==> src/rtl/afr_pkg.sv <==
// Shared types and constants for the friend recommender block.
`timescale 1ns / 1ps

package afr_pkg;

    // Node ids travel as 4-bit values, so at most 16 nodes can ever be addressed.
    localparam int NODE_W    = 4;
    localparam int MAX_IDS   = 2 ** NODE_W;
    localparam int MAX_OUT   = 16;
    localparam int NFOUND_W  = $clog2(MAX_OUT + 1);
    localparam int MEM_AW    = 2 * NODE_W;

    typedef enum logic [1:0] {
        CMD_CLEAR  = 2'd0,
        CMD_ADD    = 2'd1,
        CMD_REMOVE = 2'd2,
        CMD_RECO   = 2'd3
    } afr_cmd_t;

    typedef enum logic [2:0] {
        ST_DONE    = 3'd0,
        ST_DUP     = 3'd1,
        ST_MISSING = 3'd2,
        ST_FULL    = 3'd3,
        ST_RECO    = 3'd4,
        ST_NONE    = 3'd5
    } afr_status_t;

    typedef struct packed {
        afr_cmd_t            command;
        logic [NODE_W-1:0]   first_node;
        logic [NODE_W-1:0]   second_node;
    } afr_in_t;

    typedef struct packed {
        afr_status_t         status;
        logic [NODE_W-1:0]   suggested_node;
        logic                last_result;
    } afr_out_t;

    typedef struct packed {
        logic                wr_en;
        logic [MEM_AW-1:0]   wr_addr;
        logic [NODE_W-1:0]   wr_data;
        logic                rd_en;
        logic [MEM_AW-1:0]   rd_addr;
    } afr_mem_req_t;

    typedef struct packed {
        logic                push;
        afr_out_t            data;
    } afr_push_t;

endpackage

==> src/rtl/afr_list_mem.sv <==
// Neighbor list storage: one write port and one registered read port.
`timescale 1ns / 1ps

module afr_list_mem
    import afr_pkg::*;
#(
    parameter int ADDR_W = 8
)
(
    input  logic                clk,
    input  afr_mem_req_t        req,
    output logic [NODE_W-1:0]   rd_data
);

    logic [NODE_W-1:0] mem [2 ** ADDR_W];
    logic [NODE_W-1:0] rd_data_reg;

    always_ff @(posedge clk)
    begin
        if (req.wr_en)
        begin
            mem[req.wr_addr[ADDR_W-1:0]] <= req.wr_data;
        end
        if (req.rd_en)
        begin
            rd_data_reg <= mem[req.rd_addr[ADDR_W-1:0]];
        end
    end

    assign rd_data = rd_data_reg;

endmodule

==> src/rtl/afr_ctrl.sv <==
// Sequencer that scans neighbor lists one entry at a time through the shared compare path.
`timescale 1ns / 1ps

module afr_ctrl
    import afr_pkg::*;
#(
    parameter int NODES = 16
)
(
    input  logic                clk,
    input  logic                rst_n,
    input  logic                cmd_valid,
    output logic                cmd_ready,
    input  afr_in_t             cmd_req,
    input  logic                out_full,
    output afr_push_t           out_push,
    output afr_mem_req_t        mem_req,
    input  logic [NODE_W-1:0]   rd_data
);

    localparam int SW = $clog2(NODES);
    localparam int CW = $clog2(NODES + 1);
    localparam int AW = 2 * SW;

    typedef enum logic [2:0] {
        S_IDLE,
        S_START,
        S_READ,
        S_EVAL,
        S_FINISH
    } state_t;

    typedef enum logic [2:0] {
        PH_FIND,
        PH_SHIFT,
        PH_MASK,
        PH_OUTER,
        PH_INNER
    } phase_t;

    state_t                 state_reg, state_next;
    phase_t                 phase_reg, phase_next;
    afr_cmd_t               cmd_reg, cmd_next;
    logic [NODE_W-1:0]      a_reg, a_next;
    logic [NODE_W-1:0]      b_reg, b_next;
    logic [CW-1:0]          idx_reg, idx_next;
    logic [CW-1:0]          cnt_reg, cnt_next;
    logic [CW-1:0]          src_cnt_reg, src_cnt_next;
    logic [CW-1:0]          nb_idx_reg, nb_idx_next;
    logic [SW-1:0]          nb_reg, nb_next;
    logic [NODES-1:0]       mask_reg, mask_next;
    logic [NFOUND_W-1:0]    nfound_reg, nfound_next;
    logic                   pend_valid_reg, pend_valid_next;
    logic [NODE_W-1:0]      pend_node_reg, pend_node_next;
    afr_status_t            fin_status_reg, fin_status_next;
    logic [NODE_W-1:0]      fin_node_reg, fin_node_next;
    logic [CW-1:0]          count_reg [NODES];
    logic [CW-1:0]          count_next [NODES];
    logic [NODES-1:0]       map_reg [NODES];
    logic [NODES-1:0]       map_next [NODES];

    logic                   a_ok;
    logic                   b_ok;
    logic [SW-1:0]          a_idx;
    logic [SW-1:0]          d_idx;
    logic [SW-1:0]          cnt_rd_addr;
    logic [CW-1:0]          cnt_rd;
    logic [CW-1:0]          idx_inc;
    logic [SW-1:0]          scan_node;
    logic [CW-1:0]          scan_slot;
    logic                   scan_end;
    logic                   cand;

    assign a_ok    = int'(a_reg) < NODES;
    assign b_ok    = int'(b_reg) < NODES;
    assign a_idx   = a_reg[SW-1:0];
    assign d_idx   = rd_data[SW-1:0];
    assign idx_inc = CW'(idx_reg + 1'b1);

    // The only count read: the source in most states, a fresh neighbor while walking.
    assign cnt_rd_addr = (state_reg == S_EVAL) ? d_idx : a_idx;
    assign cnt_rd      = count_reg[cnt_rd_addr];

    assign scan_node = (phase_reg == PH_INNER) ? nb_reg : a_idx;

    always_comb
    begin
        unique case (phase_reg)
            PH_OUTER:
            begin
                scan_slot = nb_idx_reg;
                scan_end  = (nb_idx_reg == src_cnt_reg);
            end
            PH_SHIFT:
            begin
                scan_slot = idx_inc;
                scan_end  = (idx_inc == cnt_reg);
            end
            default:
            begin
                scan_slot = idx_reg;
                scan_end  = (idx_reg == cnt_reg);
            end
        endcase
    end

    assign cand = (int'(nfound_reg) < MAX_OUT) && (rd_data != a_reg)
                  && !mask_reg[d_idx] && !map_reg[a_idx][d_idx];

    assign cmd_ready = (state_reg == S_IDLE);

    always_comb
    begin
        state_next      = state_reg;
        phase_next      = phase_reg;
        cmd_next        = cmd_reg;
        a_next          = a_reg;
        b_next          = b_reg;
        idx_next        = idx_reg;
        cnt_next        = cnt_reg;
        src_cnt_next    = src_cnt_reg;
        nb_idx_next     = nb_idx_reg;
        nb_next         = nb_reg;
        mask_next       = mask_reg;
        nfound_next     = nfound_reg;
        pend_valid_next = pend_valid_reg;
        pend_node_next  = pend_node_reg;
        fin_status_next = fin_status_reg;
        fin_node_next   = fin_node_reg;
        count_next      = count_reg;
        map_next        = map_reg;

        mem_req         = '0;
        mem_req.rd_addr = MEM_AW'({scan_node, scan_slot[SW-1:0]});
        out_push        = '0;

        unique case (state_reg)
            S_IDLE:
            begin
                if (cmd_valid)
                begin
                    cmd_next   = cmd_req.command;
                    a_next     = cmd_req.first_node;
                    b_next     = cmd_req.second_node;
                    state_next = S_START;
                end
            end

            S_START:
            begin
                fin_node_next = '0;
                idx_next      = '0;
                cnt_next      = cnt_rd;
                unique case (cmd_reg)
                    CMD_CLEAR:
                    begin
                        if (a_ok)
                        begin
                            count_next[a_idx] = '0;
                        end
                        fin_status_next = ST_DONE;
                        state_next      = S_FINISH;
                    end
                    CMD_ADD, CMD_REMOVE:
                    begin
                        if (a_ok && b_ok)
                        begin
                            phase_next = PH_FIND;
                            state_next = S_READ;
                        end
                        else
                        begin
                            fin_status_next = (cmd_reg == CMD_ADD) ? ST_FULL : ST_MISSING;
                            state_next      = S_FINISH;
                        end
                    end
                    CMD_RECO:
                    begin
                        if (a_ok)
                        begin
                            src_cnt_next    = cnt_rd;
                            mask_next       = '0;
                            nfound_next     = '0;
                            pend_valid_next = 1'b0;
                            phase_next      = PH_MASK;
                            state_next      = S_READ;
                        end
                        else
                        begin
                            fin_status_next = ST_NONE;
                            state_next      = S_FINISH;
                        end
                    end
                endcase
            end

            S_READ:
            begin
                if (scan_end)
                begin
                    unique case (phase_reg)
                        PH_FIND:
                        begin
                            state_next = S_FINISH;
                            if (cmd_reg == CMD_REMOVE)
                            begin
                                fin_status_next = ST_MISSING;
                            end
                            else if (cnt_reg == CW'(NODES))
                            begin
                                fin_status_next = ST_FULL;
                            end
                            else
                            begin
                                mem_req.wr_en     = 1'b1;
                                mem_req.wr_addr   = MEM_AW'({a_idx, cnt_reg[SW-1:0]});
                                mem_req.wr_data   = b_reg;
                                count_next[a_idx] = CW'(cnt_reg + 1'b1);
                                fin_status_next   = ST_DONE;
                            end
                        end
                        PH_SHIFT:
                        begin
                            count_next[a_idx] = CW'(cnt_reg - 1'b1);
                            fin_status_next   = ST_DONE;
                            state_next        = S_FINISH;
                        end
                        PH_MASK:
                        begin
                            nb_idx_next = '0;
                            phase_next  = PH_OUTER;
                        end
                        PH_OUTER:
                        begin
                            // The held candidate becomes the final result.
                            fin_status_next = pend_valid_reg ? ST_RECO : ST_NONE;
                            fin_node_next   = pend_valid_reg ? pend_node_reg : '0;
                            state_next      = S_FINISH;
                        end
                        PH_INNER:
                        begin
                            nb_idx_next = CW'(nb_idx_reg + 1'b1);
                            phase_next  = PH_OUTER;
                        end
                        default:
                        begin
                            state_next = S_FINISH;
                        end
                    endcase
                end
                else
                begin
                    mem_req.rd_en = 1'b1;
                    state_next    = S_EVAL;
                end
            end

            S_EVAL:
            begin
                state_next = S_READ;
                unique case (phase_reg)
                    PH_FIND:
                    begin
                        if (rd_data == b_reg)
                        begin
                            if (cmd_reg == CMD_ADD)
                            begin
                                fin_status_next = ST_DUP;
                                state_next      = S_FINISH;
                            end
                            else
                            begin
                                phase_next = PH_SHIFT;
                            end
                        end
                        else
                        begin
                            idx_next = idx_inc;
                        end
                    end
                    PH_SHIFT:
                    begin
                        mem_req.wr_en   = 1'b1;
                        mem_req.wr_addr = MEM_AW'({a_idx, idx_reg[SW-1:0]});
                        mem_req.wr_data = rd_data;
                        idx_next        = idx_inc;
                    end
                    PH_MASK:
                    begin
                        mask_next[d_idx] = 1'b1;
                        idx_next         = idx_inc;
                    end
                    PH_OUTER:
                    begin
                        nb_next    = d_idx;
                        cnt_next   = cnt_rd;
                        idx_next   = '0;
                        phase_next = PH_INNER;
                    end
                    PH_INNER:
                    begin
                        if (cand)
                        begin
                            if (pend_valid_reg && out_full)
                            begin
                                // Read data stays in the memory register while we wait.
                                state_next = S_EVAL;
                            end
                            else
                            begin
                                if (pend_valid_reg)
                                begin
                                    out_push.push                = 1'b1;
                                    out_push.data.status         = ST_RECO;
                                    out_push.data.suggested_node = pend_node_reg;
                                    out_push.data.last_result    = 1'b0;
                                end
                                pend_valid_next        = 1'b1;
                                pend_node_next         = rd_data;
                                map_next[a_idx][d_idx] = 1'b1;
                                nfound_next            = NFOUND_W'(nfound_reg + 1'b1);
                                idx_next               = idx_inc;
                            end
                        end
                        else
                        begin
                            idx_next = idx_inc;
                        end
                    end
                    default:
                    begin
                        state_next = S_FINISH;
                    end
                endcase
            end

            S_FINISH:
            begin
                if (!out_full)
                begin
                    out_push.push                = 1'b1;
                    out_push.data.status         = fin_status_reg;
                    out_push.data.suggested_node = fin_node_reg;
                    out_push.data.last_result    = 1'b1;
                    state_next                   = S_IDLE;
                end
            end

            default:
            begin
                state_next = S_IDLE;
            end
        endcase
    end

    always_ff @(posedge clk or negedge rst_n)
    begin
        if (!rst_n)
        begin
            state_reg      <= S_IDLE;
            phase_reg      <= PH_FIND;
            cmd_reg        <= CMD_CLEAR;
            a_reg          <= '0;
            b_reg          <= '0;
            idx_reg        <= '0;
            cnt_reg        <= '0;
            src_cnt_reg    <= '0;
            nb_idx_reg     <= '0;
            nb_reg         <= '0;
            mask_reg       <= '0;
            nfound_reg     <= '0;
            pend_valid_reg <= 1'b0;
            pend_node_reg  <= '0;
            fin_status_reg <= ST_DONE;
            fin_node_reg   <= '0;
            for (int i = 0; i < NODES; i++)
            begin
                count_reg[i] <= '0;
                map_reg[i]   <= '0;
            end
        end
        else
        begin
            state_reg      <= state_next;
            phase_reg      <= phase_next;
            cmd_reg        <= cmd_next;
            a_reg          <= a_next;
            b_reg          <= b_next;
            idx_reg        <= idx_next;
            cnt_reg        <= cnt_next;
            src_cnt_reg    <= src_cnt_next;
            nb_idx_reg     <= nb_idx_next;
            nb_reg         <= nb_next;
            mask_reg       <= mask_next;
            nfound_reg     <= nfound_next;
            pend_valid_reg <= pend_valid_next;
            pend_node_reg  <= pend_node_next;
            fin_status_reg <= fin_status_next;
            fin_node_reg   <= fin_node_next;
            count_reg      <= count_next;
            map_reg        <= map_next;
        end
    end

endmodule

==> src/rtl/adjacency_friend_recommender.sv <==
// Clear touches no list. Add and remove scan the source list entry by entry, and an add stops
// early on a duplicate. Recommend scans the source list, then each entry of each neighbor's list,
// since every entry goes through the one registered list memory read port.
// One request at a time; the next is taken once the final result is queued, and a result that
// waits on a full output register stalls the sequencer. Reset clears counts and marks at once.
`timescale 1ns / 1ps

module adjacency_friend_recommender
    import afr_pkg::*;
#(
    parameter int NUM_NODES = 16
)
(
    input  logic        clk,
    input  logic        rst_n,
    input  logic        cmd_valid,
    output logic        cmd_ready,
    input  afr_in_t     cmd_req,
    output logic        rsp_valid,
    input  logic        rsp_ready,
    output afr_out_t    rsp
);

    // Ids above the 4-bit range can never be named, so storage stops there.
    localparam int NODES_USED = (NUM_NODES < MAX_IDS) ? NUM_NODES : MAX_IDS;
    localparam int LIST_AW    = 2 * $clog2(NODES_USED);

    afr_mem_req_t       mem_req;
    logic [NODE_W-1:0]  rd_data;
    afr_push_t          out_push;
    logic               out_full;
    logic               rsp_valid_reg;
    afr_out_t           rsp_reg;

    assign out_full = rsp_valid_reg && !rsp_ready;

    afr_list_mem #(
        .ADDR_W (LIST_AW)
    ) u_list_mem (
        .clk     (clk),
        .req     (mem_req),
        .rd_data (rd_data)
    );

    afr_ctrl #(
        .NODES (NODES_USED)
    ) u_ctrl (
        .clk       (clk),
        .rst_n     (rst_n),
        .cmd_valid (cmd_valid),
        .cmd_ready (cmd_ready),
        .cmd_req   (cmd_req),
        .out_full  (out_full),
        .out_push  (out_push),
        .mem_req   (mem_req),
        .rd_data   (rd_data)
    );

    // Output register decouples the sequencer from a stalled consumer.
    always_ff @(posedge clk or negedge rst_n)
    begin
        if (!rst_n)
        begin
            rsp_valid_reg <= 1'b0;
        end
        else if (out_push.push)
        begin
            rsp_valid_reg <= 1'b1;
        end
        else if (rsp_ready)
        begin
            rsp_valid_reg <= 1'b0;
        end
    end

    always_ff @(posedge clk)
    begin
        if (out_push.push)
        begin
            rsp_reg <= out_push.data;
        end
    end

    assign rsp_valid = rsp_valid_reg;
    assign rsp       = rsp_reg;

endmodule

==> config.mk <==
export PLATFORM = sky130hd
export DESIGN_NAME = adjacency_friend_recommender
export DESIGN_NICKNAME = d
export VERILOG_FILES = /design/src/rtl/afr_pkg.sv /design/src/rtl/afr_list_mem.sv /design/src/rtl/afr_ctrl.sv /design/src/rtl/adjacency_friend_recommender.sv
export SDC_FILE = /design/constraint.sdc
export NUM_CORES = 2
export LEC_CHECK = 0
export BUFFER_PORTS_ARGS = -buffer_cell sky130_fd_sc_hd__buf_2
export CAP_MARGIN = 20
export CORE_MARGIN = 5
export CORE_UTILIZATION = 30
export DETAILED_ROUTE_END_ITERATION = 16
export PLACE_DENSITY_LB_ADDON = 0.05
export SYNTH_ARGS = -nofsm -noshare
export SYNTH_HDL_FRONTEND = slang
export SYNTH_SLANG_ARGS = --single-unit
==> constraint.sdc <==
create_clock -name clk -period 7.1 [get_ports clk]
set_input_delay 0.71 -clock clk [delete_from_list [all_inputs] [get_ports clk]]
set_output_delay 0.71 -clock clk [all_outputs]
set_load 0.005 [all_outputs]
==> impl_metrics.tcl <==
set metrics [dict create \
    ys_seq_elements 1446 \
    p_clk_share_pct 34.5 \
    grt_use_met2_pct 31.3 \
    core_um2 204000 \
    relSlewSlack_pct 22.6 \
    p_int_uw 16400 \
    seqPwrFrac_pct 40.6 \
    final_antenna_net_count 0 \
    cts_hold_buf 1 \
    port_buffers 23 \
    clk_pin_slew_worst_paths_ps 60 \
    syn2layout_area_growth_pct 14.6 \
    boundaryPins 24 \
    switching_share_pct 33.6 \
    rrSetupSlack_ps 1400 \
    synth_edf_count 1036 \
    grt_max_degree 131 \
    clk_latency_ps 800 \
    peakVddDrop_mv 0.296 \
    p_leak_uw 0.0272 \
    initial_core_util_pct 30.1 \
    grt_setup_unrepaired "no" \
    via_per_inst 5.09 \
    netlist-cell-type-count 77 \
    power_density_nw_per_um2 351 \
    clock-skew-final_ps 34.3 \
    cp-start-kind "flip-flop" \
    maxCapViolCount 0 \
    wl_per_cell_um 27.4 \
    clock-root-buffer "clkbuf_16" \
    syn_nets 4778 \
    hold_violations 0 \
    min_period_ps 5700 \
    min_path_cells 3 \
    via_count 38600 \
    ys_warn_count 0 \
    grt_pass1_vias 40000 \
    pwr-share-comb_pct 24.9 \
    critical_path_class "flip-flop to flip-flop" \
    finalMaxSlewViolations 0 \
    syn_area_um2 61400 \
    overflow 0 \
    syn_area_per_cell_um2 12.9 \
    r2r_start "u_ctrl.phase_reg[2]" \
    die_h_um 462 \
    ys_top_cells_by_area "edfxtp_1 (51%), dfrtp_1 (17%), nand2_1 (5.7%)" \
    cts_resized 0 \
    reg2reg_to "u_list_mem.mem[193][3]" \
    grt_first_pass_wirelength_um 301000 \
    hold_ws_ps 142 \
    path_max_fanout 16 \
    largest_reg_flops 1024 \
    dr.pass1.iters 8 \
    dieArea_um2 214000 \
    hp-start "cmd_req[8]" \
    synth_top_area_share_pct 50.7 \
    synth_flop_cell "edfxtp_1" \
    cp.arrival_ps 6140 \
    crit_path_end_kind "flip-flop" \
    setup_viol 0 \
    synth_area_leader_cell "edfxtp_1" \
    yosysMostFrequentCell "edfxtp_1" \
    hp-class "primary input to flip-flop" \
    gr-usage-all-layers_pct 19.1 \
    cts_max_path_buffers 3 \
    die_x_um 462 \
    drc 0 \
    fmax_mhz 175 \
    yosys-top-cells-count "edfxtp_1 (1036), nand2_1 (926), dfrtp_1 (410), nand3_1 (410), nor2_1 (355)" \
    htree_levels 4 \
    fin_nets 4779 \
    tightestPinTransition_ps 1160 \
    drive_above_1_share_pct 14.0 \
    tns_ps 0 \
    gp_congestion 0.789 \
    fin_crit_sh_pct 80.3 \
    hold_path_end "u_ctrl.cmd_reg[0]" \
    antenna_found_initial 14 \
    wirelength_um 208000 \
    grt_busiest_layer "met2" \
    drt_iter0_drc 2999 \
    postLayoutCoreUtil_pct 34.5 \
    p_switching_uw 8290 \
    synthArstFlopShare_pct 28.4 \
    netlist_instances 4752 \
    dp_hpwl_um 126000 \
    cts_tree "yes" \
    cts.sinks 1446 \
    grtUsageMet3_pct 2.50 \
    outcome "finished, final reports clean" \
    seq_area_frac_synth_pct 67.4 \
    required_ps 7540 \
    num_rows 166 \
    met1_usage_pct 27.3 \
    reg2regPathDepth 12 \
    numCtsBuffers 167 \
    postCtsSetupBuffers 0 \
]
[routing by layer]
layer  part of all wire [%]  vias to the layer above
li1                       -                    17500
met1                     47                    20100
met2                     48                      804
met3                    3.9                      224
met4                    1.8                        0
met5                      0                        -
[placed cells by master, fill, tap and decap left out, types with 44 or more instances in the layout]
master	count
mux2i_1	150
o21bai_1	46
a311oi_1	44
buf_4	121
o21ai_0	105
clkbuf_16	176
nand3_1	407
mux4_2	121
o21bai_2	60
dfrtp_1	407
a21o_1	140
edfxtp_1	1036
a21oi_1	73
nor2_1	354
clkbuf_1	48
and3_1	49
nand2_1	922
[kinds of logic (layout without fill, tap and decap cells)]
kind of cell / after synthesis / count (layout) / share of synthesized area, %
flops: 1446 / 1446 / 67.4
mux: 325 / 325 / 7.86
fa+ha+maj: 12 / 12 / 0.244
compound gates: 654 / 654 / 7.79
xor+xnor: 23 / 23 / 0.328
simple gates: 1935 / 1935 / 13.8
other cells: 0 / 4 / 0
buf+inv: 357 / 493 / 2.61
[worst max path at each step]
stage | start | endpoint | slack [ps] | cells past startpoint
floorplan | u_ctrl.phase_reg[1] | u_list_mem.mem[0][1] | 850 | 10
global placement | u_ctrl.phase_reg[1] | u_list_mem.mem[196][2] | 1540 | 13
detailed placement | u_ctrl.phase_reg[2] | u_list_mem.mem[165][1] | 1420 | 12
global route | u_ctrl.phase_reg[1] | u_list_mem.mem[197][1] | 990 | 13
CTS | u_ctrl.phase_reg[1] | u_list_mem.mem[165][0] | 1420 | 13
finish | u_ctrl.phase_reg[2] | u_list_mem.mem[193][3] | 1400 | 12
[worst max-delay path, cell delays in order (launching register included)]
cell and delay (ps):
dfrtp_1 540, nor2_1 220, nand2_1 140, inv_1 380, ha_1 330, xor2_1 150, and4b_1 220, a31oi_1 230
nor3_2 720, nor2_1 280, a211oi_2 770, nand2_1 780, nor2_1 540
[power by group through the flow]
| stage | Clock [uW] | Combinational (uW) | Sequential, uW |
|---|---|---|---|
| 3_3_place_gp | 0 | 6310 | 10200 |
| 5_1_grt | 9110 | 6640 | 10100 |
| 6_report | 8520 | 6140 | 10000 |
| 4_1_cts | 8750 | 6290 | 10000 |
| 2_1_floorplan | 0 | 3790 | 9880 |
| 3_5_place_dp | 0 | 6280 | 10200 |
[through the flow]
| step | setup WS, ps | area (um2) | total power (uW) | cells |
|---|---|---|---|---|
| after global routing | 994 | 70300 | 25800 | 7577 |
| final | 1400 | 70400 | 24700 | 7580 |
| after CTS | 1420 | 70300 | 25100 | 7576 |
| after floorplan | 849 | 61400 | 13700 | 4752 |
| after detailed placement | 1420 | 65000 | 16500 | 7271 |
| after global placement | 1540 | 65000 | 16500 | 7268 |
[cell type report]
class,count,area (um2)
tap,2688,3360
sequential,1446,41400
fill,20200,134000
multi-input combinational,2949,18700
timing repair buffer,168,1490
antenna,4,10.0
clock inverter,72,639
clock buffer,232,4690
inverter,21,78.8
Note: power is estimated with default switching activity, not from simulation.
